<file path="config.mk">
export PLATFORM = sky130hd
export DESIGN_NAME = nibble_calculator_controller
export DESIGN_NICKNAME = d
export VERILOG_FILES = /design/src/design/ncc_pkg.sv /design/src/design/nibble_calculator_controller.sv /design/src/design/ncc_ctrl.sv /design/src/design/ncc_dpath.sv
export SDC_FILE = /design/constraint.sdc
export NUM_CORES = 1
export LEC_CHECK = 0
export ABC_AREA = 1
export BUFFER_PORTS_ARGS = -buffer_cell sky130_fd_sc_hd__buf_2
export CAP_MARGIN = 25
export CORE_MARGIN = 2
export CORE_UTILIZATION = 45
export DETAILED_ROUTE_END_ITERATION = 12
export PLACE_DENSITY = 0.66
export REMOVE_ABC_BUFFERS = 1
export SETUP_SLACK_MARGIN = 0.2
export SLEW_MARGIN = 20
export SYNTH_ARGS = -nofsm -noshare
export SYNTH_HDL_FRONTEND = slang
export SYNTH_SLANG_ARGS = --single-unit
</file>
<file path="constraint.sdc">
create_clock -name i_clk -period 11.8 [get_ports i_clk]
set_clock_uncertainty 0.1 [all_clocks]
set_input_delay 2.95 -clock i_clk [delete_from_list [all_inputs] [get_ports i_clk]]
set_output_delay 2.95 -clock i_clk [all_outputs]
set_load 0.03 [all_outputs]
</file>
<file path="src/design/ncc_pkg.sv">
// Shared types, operation codes and decode functions for the nibble calculator controller.
// Used by ncc_ctrl, ncc_dpath and nibble_calculator_controller; depends on nothing.
package ncc_pkg;

    // Operation codes as produced by the keypad and remote decoders.
    localparam logic [4:0] OP_NONE  = 5'd0;
    localparam logic [4:0] OP_OR    = 5'd1;
    localparam logic [4:0] OP_SHL   = 5'd2;
    localparam logic [4:0] OP_SHR   = 5'd3;
    localparam logic [4:0] OP_BASE  = 5'd4;
    localparam logic [4:0] OP_CHAIN = 5'd5;
    localparam logic [4:0] OP_CLEAR = 5'd6;
    localparam logic [4:0] OP_ADD   = 5'd9;
    localparam logic [4:0] OP_SUB   = 5'd10;
    localparam logic [4:0] OP_MUL   = 5'd11;
    localparam logic [4:0] OP_DIV   = 5'd12;
    localparam logic [4:0] OP_MOD   = 5'd13;
    localparam logic [4:0] OP_AND   = 5'd14;
    localparam logic [4:0] OP_XOR   = 5'd15;
    localparam logic [4:0] OP_NOT   = 5'd16;

    // Display base codes.
    localparam logic [1:0] BASE_DEC = 2'd0;
    localparam logic [1:0] BASE_HEX = 2'd1;
    localparam logic [1:0] BASE_OCT = 2'd2;

    // Remote code prefix shared by every recognized button.
    localparam logic [15:0] REMOTE_PREFIX = 16'h20DF;

    // Number of restoring division steps for a 4-bit dividend.
    localparam int DIV_STEPS = 4;

    // Commands from the controller to the datapath.
    typedef struct packed {
        logic load;      // capture an input transaction
        logic exec;      // decode event, apply toggles, seed the divider
        logic div_step;  // one restoring division step
        logic commit;    // apply the operation, chaining and error handling
        logic digit;     // split the result into high digit and remainder
        logic emit;      // load the output register
    } t_cmd;

    // Status from the datapath to the controller.
    typedef struct packed {
        logic need_div;  // accepted event with divide or modulo
        logic out_free;  // output register can take a new transaction
    } t_sts;

    // Decoded remote button.
    typedef struct packed {
        logic       hit;
        logic [3:0] tog_a;
        logic [3:0] tog_b;
        logic [4:0] code;
    } t_remote;

    // Keypad operation code: position of the single set key plus one, zero otherwise.
    function automatic logic [4:0] key_code(input logic [15:0] keys);
        logic [4:0] pos;
        pos = OP_NONE;
        if (keys != 16'd0 && (keys & (keys - 16'd1)) == 16'd0) begin
            for (int i = 0; i < 16; i++) begin
                if (keys[i]) begin
                    pos = pos | 5'(i + 1);
                end
            end
        end
        return pos;
    endfunction

    // Remote button decoder.
    function automatic t_remote remote_decode(input logic [31:0] code);
        t_remote r;
        r = '{hit: 1'b1, tog_a: 4'd0, tog_b: 4'd0, code: OP_NONE};
        if (code[31:16] != REMOTE_PREFIX) begin
            r.hit = 1'b0;
        end else begin
            case (code[15:0])
                16'h08F7: r.tog_a = 4'b0001;
                16'h18E7: r.tog_a = 4'b0010;
                16'hA857: r.tog_a = 4'b0100;
                16'h48B7: r.tog_a = 4'b1000;
                16'hCA35: r.tog_b = 4'b0001;
                16'hE817: r.tog_b = 4'b0010;
                16'h28D7: r.tog_b = 4'b0100;
                16'h8877: r.tog_b = 4'b1000;
                16'h827D: r.code = OP_OR;
                16'h00FF: r.code = OP_SHL;
                16'h807F: r.code = OP_SHR;
                16'h7887: r.code = OP_BASE;
                16'h906F: r.code = OP_CHAIN;
                16'h22DD: r.code = OP_CLEAR;
                16'h40BF: r.code = OP_ADD;
                16'hC03F: r.code = OP_SUB;
                16'h0CF3: r.code = OP_MUL;
                16'h06F9: r.code = OP_DIV;
                16'hDA25: r.code = OP_MOD;
                16'h02FD: r.code = OP_AND;
                16'h609F: r.code = OP_XOR;
                16'hE01F: r.code = OP_NOT;
                default:  r.hit = 1'b0;
            endcase
        end
        return r;
    endfunction

endpackage

</file>
<file path="src/design/nibble_calculator_controller.sv">
// Sequence: an accepted transaction passes decode, the divider state, commit, digit split and
// the output load before its result is in the output register; for divide and modulo the
// 4-bit restoring divider takes one quotient bit per cycle in the divider state.
// Flow: one transaction at a time; the input is stalled while one is in work,
// and the load waits as long as the output register holds a stalled transaction.
// Reset: synchronous, active low; clears operands, result, flags and the output valid,
// and sets the greeting flag. No clearing pass is needed.
module nibble_calculator_controller
    import ncc_pkg::*;
(
    input  logic        i_clk,
    input  logic        i_rst_n,
    input  logic        i_in_valid,
    output logic        o_in_stall,
    input  logic        i_op,
    input  logic [23:0] i_scan_word,
    input  logic [31:0] i_remote_code,
    output logic        o_out_valid,
    input  logic        i_out_stall,
    output logic [3:0]  o_operand_a,
    output logic [3:0]  o_operand_b,
    output logic [7:0]  o_result_value,
    output logic [1:0]  o_base_mode,
    output logic        o_chain_on,
    output logic        o_error_flag,
    output logic        o_greeting_flag,
    output logic [3:0]  o_digit_hundreds,
    output logic [3:0]  o_digit_tens,
    output logic [3:0]  o_digit_units
);

    t_cmd w_cmd;
    t_sts w_sts;

    // Sequencer.
    ncc_ctrl u_ctrl (
        .i_clk      (i_clk),
        .i_rst_n    (i_rst_n),
        .i_in_valid (i_in_valid),
        .o_in_stall (o_in_stall),
        .i_sts      (w_sts),
        .o_cmd      (w_cmd)
    );

    // Calculator datapath and output register.
    ncc_dpath u_dpath (
        .i_clk            (i_clk),
        .i_rst_n          (i_rst_n),
        .i_cmd            (w_cmd),
        .o_sts            (w_sts),
        .i_op             (i_op),
        .i_scan_word      (i_scan_word),
        .i_remote_code    (i_remote_code),
        .o_out_valid      (o_out_valid),
        .i_out_stall      (i_out_stall),
        .o_operand_a      (o_operand_a),
        .o_operand_b      (o_operand_b),
        .o_result_value   (o_result_value),
        .o_base_mode      (o_base_mode),
        .o_chain_on       (o_chain_on),
        .o_error_flag     (o_error_flag),
        .o_greeting_flag  (o_greeting_flag),
        .o_digit_hundreds (o_digit_hundreds),
        .o_digit_tens     (o_digit_tens),
        .o_digit_units    (o_digit_units)
    );

endmodule

</file>
<file path="src/design/ncc_ctrl.sv">
// Controller state machine of the nibble calculator controller.
// Sequences decode, division steps, commit, digit split and output load; uses ncc_pkg.
module ncc_ctrl
    import ncc_pkg::*;
(
    input  logic i_clk,
    input  logic i_rst_n,
    input  logic i_in_valid,
    output logic o_in_stall,
    input  t_sts i_sts,
    output t_cmd o_cmd
);

    typedef enum logic [2:0] {
        S_IDLE,
        S_EXEC,
        S_DIV,
        S_COMMIT,
        S_DIGIT,
        S_EMIT
    } t_state;

    localparam int CNT_W = $clog2(DIV_STEPS);

    t_state             r_state, n_state;
    logic [CNT_W-1:0]   r_cnt, n_cnt;

    // Next state and division step count.
    always_comb begin
        n_state = r_state;
        n_cnt   = r_cnt;
        case (r_state)
            S_IDLE: begin
                if (i_in_valid) begin
                    n_state = S_EXEC;
                end
            end
            S_EXEC: begin
                n_state = S_DIV;
            end
            S_DIV: begin
                if (!i_sts.need_div || r_cnt == CNT_W'(DIV_STEPS - 1)) begin
                    n_state = S_COMMIT;
                    n_cnt   = '0;
                end else begin
                    n_cnt = r_cnt + CNT_W'(1);
                end
            end
            S_COMMIT: begin
                n_state = S_DIGIT;
            end
            S_DIGIT: begin
                n_state = S_EMIT;
            end
            S_EMIT: begin
                if (i_sts.out_free) begin
                    n_state = S_IDLE;
                end
            end
            default: begin
                n_state = S_IDLE;
                n_cnt   = '0;
            end
        endcase
    end

    // State register and step counter.
    always_ff @(posedge i_clk) begin
        if (!i_rst_n) begin
            r_state <= S_IDLE;
            r_cnt   <= '0;
        end else begin
            r_state <= n_state;
            r_cnt   <= n_cnt;
        end
    end

    // Command decode from the current state.
    always_comb begin
        o_in_stall      = (r_state != S_IDLE);
        o_cmd.load      = (r_state == S_IDLE) && i_in_valid;
        o_cmd.exec      = (r_state == S_EXEC);
        o_cmd.div_step  = (r_state == S_DIV) && i_sts.need_div;
        o_cmd.commit    = (r_state == S_COMMIT);
        o_cmd.digit     = (r_state == S_DIGIT);
        o_cmd.emit      = (r_state == S_EMIT) && i_sts.out_free;
    end

    // The step counter only runs while dividing.
    a_cnt_only_div: assert property (@(posedge i_clk) disable iff (!i_rst_n)
        (r_cnt != '0) |-> (r_state == S_DIV))
        else $error("division counter running outside the divide state");

    // A loaded transaction always reaches decode on the next cycle.
    a_load_exec: assert property (@(posedge i_clk) disable iff (!i_rst_n)
        o_cmd.load |=> (r_state == S_EXEC))
        else $error("loaded transaction did not proceed to decode");

endmodule

</file>
<file path="src/design/ncc_dpath.sv">
// Datapath of the nibble calculator controller: calculator state, event decode,
// 4-bit restoring divider, digit split and output register; uses ncc_pkg.
module ncc_dpath
    import ncc_pkg::*;
(
    input  logic        i_clk,
    input  logic        i_rst_n,
    input  t_cmd        i_cmd,
    output t_sts        o_sts,
    input  logic        i_op,
    input  logic [23:0] i_scan_word,
    input  logic [31:0] i_remote_code,
    output logic        o_out_valid,
    input  logic        i_out_stall,
    output logic [3:0]  o_operand_a,
    output logic [3:0]  o_operand_b,
    output logic [7:0]  o_result_value,
    output logic [1:0]  o_base_mode,
    output logic        o_chain_on,
    output logic        o_error_flag,
    output logic        o_greeting_flag,
    output logic [3:0]  o_digit_hundreds,
    output logic [3:0]  o_digit_tens,
    output logic [3:0]  o_digit_units
);

    // Captured transaction.
    logic        r_op;
    logic [23:0] r_scan;
    logic [31:0] r_remote;

    // Calculator state.
    logic [3:0]  r_a, n_a;
    logic [3:0]  r_b, n_b;
    logic [7:0]  r_result, n_result;
    logic [1:0]  r_base, n_base;
    logic        r_chain, n_chain;
    logic        r_err, n_err;
    logic        r_fresh, n_fresh;
    logic [23:0] r_prev, n_prev;

    // Decoded event.
    logic        r_acc, n_acc;
    logic [4:0]  r_code, n_code;

    // Divider working registers.
    logic [3:0]  r_dq;
    logic [3:0]  r_rem;

    // Digit split registers.
    logic [3:0]  r_high;
    logic [7:0]  r_low;

    // Output register.
    logic        r_out_valid;
    logic [3:0]  r_o_a, r_o_b;
    logic [7:0]  r_o_result;
    logic [1:0]  r_o_base;
    logic        r_o_chain, r_o_err, r_o_fresh;
    logic [3:0]  r_o_h, r_o_t, r_o_u;

    t_remote     w_rem;
    logic [4:0]  w_trial;
    logic        w_fit;
    logic [14:0] w_prod;
    logic [3:0]  w_tens_dec;
    logic [6:0]  w_units_dec;
    logic [3:0]  w_h;
    logic [7:0]  w_low;
    logic [3:0]  w_tens, w_units;

    // Event decode: scan toggles and key code, or remote lookup.
    always_comb begin
        w_rem  = remote_decode(r_remote);
        n_a    = r_a;
        n_b    = r_b;
        n_prev = r_prev;
        n_acc  = 1'b0;
        n_code = OP_NONE;
        if (!r_op) begin
            if (r_scan != r_prev) begin
                n_prev = r_scan;
                n_a    = r_a ^ r_scan[23:20];
                n_b    = r_b ^ r_scan[19:16];
                n_acc  = 1'b1;
                n_code = key_code(r_scan[15:0]);
            end
        end else if (w_rem.hit) begin
            n_a    = r_a ^ w_rem.tog_a;
            n_b    = r_b ^ w_rem.tog_b;
            n_acc  = 1'b1;
            n_code = w_rem.code;
        end
    end

    // One restoring division step.
    always_comb begin
        w_trial = {r_rem, r_dq[3]};
        w_fit   = (w_trial >= {1'b0, r_b});
    end

    // Operation, chaining and error handling for an accepted event.
    always_comb begin
        n_result = r_result;
        n_base   = r_base;
        n_chain  = r_chain;
        n_err    = r_err;
        n_fresh  = r_fresh;
        if (r_acc) begin
            n_fresh = 1'b0;
            n_err   = 1'b0;
            case (r_code)
                OP_OR:    n_result = {4'd0, r_a | r_b};
                OP_SHL:   n_result = {r_result[6:0], 1'b0};
                OP_SHR:   n_result = {1'b0, r_result[7:1]};
                OP_BASE: begin
                    case (r_base)
                        BASE_DEC: n_base = BASE_HEX;
                        BASE_HEX: n_base = BASE_OCT;
                        default:  n_base = BASE_DEC;
                    endcase
                end
                OP_CHAIN: n_chain  = !r_chain;
                OP_CLEAR: n_result = 8'd0;
                OP_ADD:   n_result = {4'd0, r_a} + {4'd0, r_b};
                OP_SUB:   n_result = {4'd0, r_a} - {4'd0, r_b};
                OP_MUL:   n_result = {4'd0, r_a} * {4'd0, r_b};
                OP_DIV, OP_MOD: begin
                    if (r_b != 4'd0) begin
                        n_result = (r_code == OP_DIV) ? {4'd0, r_dq} : {4'd0, r_rem};
                    end else begin
                        n_err   = 1'b1;
                        n_chain = 1'b0;
                    end
                end
                OP_AND:   n_result = {4'd0, r_a & r_b};
                OP_XOR:   n_result = {4'd0, r_a ^ r_b};
                OP_NOT:   n_result = ~r_result;
                default:  n_result = r_result;
            endcase
        end
    end

    // Split the result into the high digit and the remainder below base squared.
    always_comb begin
        case (r_base)
            BASE_HEX: begin
                w_h   = 4'd0;
                w_low = r_result;
            end
            BASE_OCT: begin
                w_h   = {2'd0, r_result[7:6]};
                w_low = {2'd0, r_result[5:0]};
            end
            default: begin
                if (r_result >= 8'd200) begin
                    w_h   = 4'd2;
                    w_low = r_result - 8'd200;
                end else if (r_result >= 8'd100) begin
                    w_h   = 4'd1;
                    w_low = r_result - 8'd100;
                end else begin
                    w_h   = 4'd0;
                    w_low = r_result;
                end
            end
        endcase
    end

    // Low two digits; decimal tens by reciprocal multiply, exact below 100.
    always_comb begin
        w_prod      = 15'(r_low[6:0]) * 15'd205;
        w_tens_dec  = w_prod[14:11];
        w_units_dec = r_low[6:0] - 7'(w_tens_dec) * 7'd10;
        case (r_base)
            BASE_HEX: begin
                w_tens  = r_low[7:4];
                w_units = r_low[3:0];
            end
            BASE_OCT: begin
                w_tens  = {1'b0, r_low[5:3]};
                w_units = {1'b0, r_low[2:0]};
            end
            default: begin
                w_tens  = w_tens_dec;
                w_units = w_units_dec[3:0];
            end
        endcase
    end

    // Transaction capture, decode results and divider registers.
    always_ff @(posedge i_clk) begin
        if (i_cmd.load) begin
            r_op     <= i_op;
            r_scan   <= i_scan_word;
            r_remote <= i_remote_code;
        end
        if (i_cmd.exec) begin
            r_acc  <= n_acc;
            r_code <= n_code;
            r_dq   <= n_a;
            r_rem  <= 4'd0;
        end else if (i_cmd.div_step) begin
            r_rem <= w_fit ? 4'(w_trial - {1'b0, r_b}) : w_trial[3:0];
            r_dq  <= {r_dq[2:0], w_fit};
        end
        if (i_cmd.digit) begin
            r_high <= w_h;
            r_low  <= w_low;
        end
    end

    // Calculator state registers.
    always_ff @(posedge i_clk) begin
        if (!i_rst_n) begin
            r_a      <= 4'd0;
            r_b      <= 4'd0;
            r_result <= 8'd0;
            r_base   <= BASE_DEC;
            r_chain  <= 1'b0;
            r_err    <= 1'b0;
            r_fresh  <= 1'b1;
            r_prev   <= 24'd0;
        end else if (i_cmd.exec) begin
            r_a    <= n_a;
            r_b    <= n_b;
            r_prev <= n_prev;
        end else if (i_cmd.commit) begin
            r_base  <= n_base;
            r_chain <= n_chain;
            r_err   <= n_err;
            r_fresh <= n_fresh;
            if (n_err) begin
                r_a      <= 4'd0;
                r_b      <= 4'd0;
                r_result <= 8'd0;
                r_prev   <= 24'd0;
            end else if (r_acc) begin
                if (n_chain) begin
                    r_a      <= n_result[3:0];
                    r_result <= {4'd0, n_result[3:0]};
                end else begin
                    r_result <= n_result;
                    if (r_code == OP_SHL || r_code == OP_SHR || r_code == OP_CLEAR ||
                        r_code == OP_NOT) begin
                        r_a <= 4'd0;
                    end
                end
                if (r_code == OP_SHL || r_code == OP_SHR || r_code == OP_CLEAR ||
                    r_code == OP_NOT) begin
                    r_b <= 4'd0;
                end
            end
        end
    end

    // Output register valid flag.
    always_ff @(posedge i_clk) begin
        if (!i_rst_n) begin
            r_out_valid <= 1'b0;
        end else if (i_cmd.emit) begin
            r_out_valid <= 1'b1;
        end else if (!i_out_stall) begin
            r_out_valid <= 1'b0;
        end
    end

    // Output register payload.
    always_ff @(posedge i_clk) begin
        if (i_cmd.emit) begin
            r_o_a      <= r_a;
            r_o_b      <= r_b;
            r_o_result <= r_result;
            r_o_base   <= r_base;
            r_o_chain  <= r_chain;
            r_o_err    <= r_err;
            r_o_fresh  <= r_fresh;
            r_o_h      <= r_high;
            r_o_t      <= w_tens;
            r_o_u      <= w_units;
        end
    end

    assign o_sts.need_div = r_acc && (r_code == OP_DIV || r_code == OP_MOD);
    assign o_sts.out_free = !r_out_valid || !i_out_stall;

    assign o_out_valid      = r_out_valid;
    assign o_operand_a      = r_o_a;
    assign o_operand_b      = r_o_b;
    assign o_result_value   = r_o_result;
    assign o_base_mode      = r_o_base;
    assign o_chain_on       = r_o_chain;
    assign o_error_flag     = r_o_err;
    assign o_greeting_flag  = r_o_fresh;
    assign o_digit_hundreds = r_o_h;
    assign o_digit_tens     = r_o_t;
    assign o_digit_units    = r_o_u;

    // An error state reported to the output has all operands cleared.
    a_err_clears: assert property (@(posedge i_clk) disable iff (!i_rst_n)
        (i_cmd.emit && r_err) |->
            (r_a == 4'd0 && r_b == 4'd0 && r_result == 8'd0 && r_prev == 24'd0))
        else $error("error reported with operands not cleared");

    // The base selector never reaches the unused code.
    a_base_legal: assert property (@(posedge i_clk) disable iff (!i_rst_n)
        (r_base == BASE_DEC || r_base == BASE_HEX || r_base == BASE_OCT))
        else $error("base selector left its cycle");

    // Once cleared, the greeting flag stays cleared until reset.
    a_fresh_sticky: assert property (@(posedge i_clk) disable iff (!i_rst_n)
        !r_fresh |=> !r_fresh)
        else $error("greeting flag set again without reset");

endmodule
</file>
==> reports/qor.yml <==
ios: 96
post-route-drc-count: 0
cts_hold_buf: 0
via_per_inst: 5.16
drt_wl_total_um: 25000
drv_slew: 0
htree_levels: 4
chipWidth_um: 157
r2r_end: "u_dpath.o_digit_units[3]$_DFFE_PP_"
rsz0062_at_grt: "no"
grt_pass1_vias: 8657
cts_buffers: 17
initial_core_util_pct: 45.5
path_clk_slew_ns: 0.06
r2r_setup_slack_ns: 7.20
wire_per_inst_um: 14.6
peakVddDrop_mv: 0.0920
gp_congestion: 0.948
arrival_ns: 4.67
synth.distinct_cells: 58
syn-cell-area_mm2: 0.0106
seq_area_frac_synth_pct: 41.0
cts_sinks: 163
fin_crit_sh_pct: 39.0
worst_ep_required_time_ns: 11.86
portBuffers: 93
synth-seq-cells: 163
rows: 56
cpMostUsedCell: "nand2_1"
antenna_cells: 0
max_freq_mhz: 217
critPathKind: "flop to flop"
postCtsResizedCells: 0
max_slew.worst_pin.slew_ns: 0.978
syn_inst: 1285
first_iter_violations: 625
antenna_found_initial: 0
grt_max_degree: 58
vias: 8826
final_hold_viol_count: 0
min_path_cells: 0
outcome: "finished, final reports clean"
critPathMaxFanout: 5
dp_slack_ns: 7.20
die_area_mm2: 0.0248
min_to: "u_dpath.o_digit_hundreds[0]$_DFFE_PP_"
rr_worst_depth: 21
worstPathCellList: "ha_1, ha_1, fa_1, inv_1, fa_1, inv_1, ha_1, nand2_1, nor2_1, o21ai_0, nand2_1, nand2_1, nand2_1, ha_1, fa_1, xnor2_1, inv_1, nand2_1, nand2_1, nand2_1, o211ai_1"
post-place-cells: 1680
p_total_mw: 1.53
synth_edf_count: 108
setup_viol_count_final: 0
layout-drive-gt1-share_pct: 14.9
reg2reg_from: "u_dpath.r_low[4]$_DFFE_PP_"
dr.pass1.iters: 5
yosysWarnings: 0
root_buffer: "clkbuf_16"
clk_path_buf_depth: 2
hpwl_um: 19100
hp-start: "u_dpath.r_high[0]$_DFFE_PP_"
drt.antenna.violating_nets: 0
cp_slowest_stage_delay_ns: 0.50
grt_util_all_layers_pct: 21.2
total_leakage_power_nw: 5.27
core_area_mm2: 0.0233
tns_ns: 0
fin_ws_ns: 7.20
postCtsSetupRepairBufs: 0
cts_tree: "yes"
crit_path_top_delay_cell: "fa_1"
hold_class: "flop to flop"
nNetsFinal: 1530
fp.dieH_um: 157
crit_path_end_kind: "flop"
clock_latency_ns: 0.43
area_growth_pct: 12.3
power.density_mw_per_mm2: 129
fin_util_pct: 51.1
relSlewSlack_pct: 34.7
fin_cells: 1712
cap_violations: 0
synth.avg_cell_area_um2: 8.24
synth-async-reset-ratio_pct: 0
crit_path_start_kind: "flop"
grt_pass1_wl_um: 41800
period_needed_ns: 4.60
synth_ff_type: "edfxtp_1"
grt_overflow: 0
-- where the power goes --
group	total (mW)	switching, mW	internal, mW	leakage, nW
Clock	0.509	0.233	0.276	0.252
Sequential	0.719	0.0533	0.666	1.47
Combinational	0.302	0.199	0.103	3.55
Total	1.53	0.485	1.04	5.27
-- worst max-delay path, delay by kind of cell, from the launching register on --
family          cells  cell delay [ns]
fa+ha+maj           7             2.51
buf+inv             3             0.16
compound gates      2             0.35
simple gates        8             0.56
flops               1             0.47
xor+xnor            1             0.18
-- flip-flops by register name, indices dropped and copies added (netlist names), 5 cells and up --
register / cells
u_dpath.o_result_value: 8
u_dpath.r_low: 8
u_dpath.r_result: 8
u_dpath.r_scan: 24
u_dpath.r_remote: 32
u_dpath.r_prev: 24
u_dpath.r_code: 5
-- area by class of cell --
| type | instances | area [µm²] |
|---|---|---|
| multi-input cells | 920 | 5440 |
| well taps | 319 | 399 |
| inverters | 182 | 689 |
| fillers | 2204 | 11400 |
| flip-flops and latches | 163 | 4340 |
| repair buffers | 96 | 488 |
| clock buffers | 21 | 450 |
| clock inverters | 11 | 80.1 |
-- synth_stat cells (20+ instances only) --
library cell  instances  area, µm²
nand3_1              60        300
a21oi_1              55        275
o21ai_1              23        115
xor2_1               20        175
nand4_1              28        175
a21oi_2              21        184
ha_1                 73        913
o21ai_0              51        255
nand2_1             256        961
inv_1               166        623
edfxtp_1            108       3240
nor2_1              171        642
nor3_1               23        115
dfxtp_1              55       1100
-- layout by cell type, fill, tap and decap left out, drive strengths merged, types with 28 or more instances in the layout --
cell | netlist | routed
inv | 180 | 183
ha | 73 | 73
nor2 | 186 | 186
nand2 | 268 | 268
nand3 | 65 | 65
o21ai | 77 | 77
edfxtp | 108 | 108
nand4 | 28 | 28
buf | 10 | 96
dfxtp | 55 | 55
a21oi | 77 | 77
-- kinds of logic after synthesis --
group,synth area share [%]
simple gates,24.3
fa+ha+maj,11.7
compound gates,12.2
other cells,0.0354
flops,41.0
xor+xnor,2.98
buf+inv,7.83
-- worst max path at each step --
stage | startpoint | to | slack, ns | cells past startpoint
3_3_place_gp | u_dpath.r_low[4]$_DFFE_PP_ | u_dpath.o_digit_units[3]$_DFFE_PP_ | 7.31 | 21
3_5_place_dp | u_dpath.r_low[4]$_DFFE_PP_ | u_dpath.o_digit_units[3]$_DFFE_PP_ | 7.20 | 21
6_report | u_dpath.r_low[4]$_DFFE_PP_ | u_dpath.o_digit_units[3]$_DFFE_PP_ | 7.20 | 21
4_1_cts | u_dpath.r_low[4]$_DFFE_PP_ | u_dpath.o_digit_units[3]$_DFFE_PP_ | 7.18 | 21
5_1_grt | u_dpath.r_low[4]$_DFFE_PP_ | u_dpath.o_digit_units[3]$_DFFE_PP_ | 6.93 | 21
2_1_floorplan | i_in_valid | u_dpath.r_op$_DFFE_PP_ | 5.85 | 2
-- routing by layer --
metal  GRT usage [%]  part of all wire [%]
met2            35.5                    47
met5               0                     0
met3            3.36                   5.3
met4            7.23                   2.1
met1            27.9                    45
-- stage by stage --
step	hold WS (ns)	instance area [µm²]
CTS	0.345	11900
floorplan	0.300	10400
global route	0.362	11900
finish	0.350	11900
detailed placement	0.339	11400
global placement	0.338	11400
No activity file was read; power rests on OpenSTA's default activity.
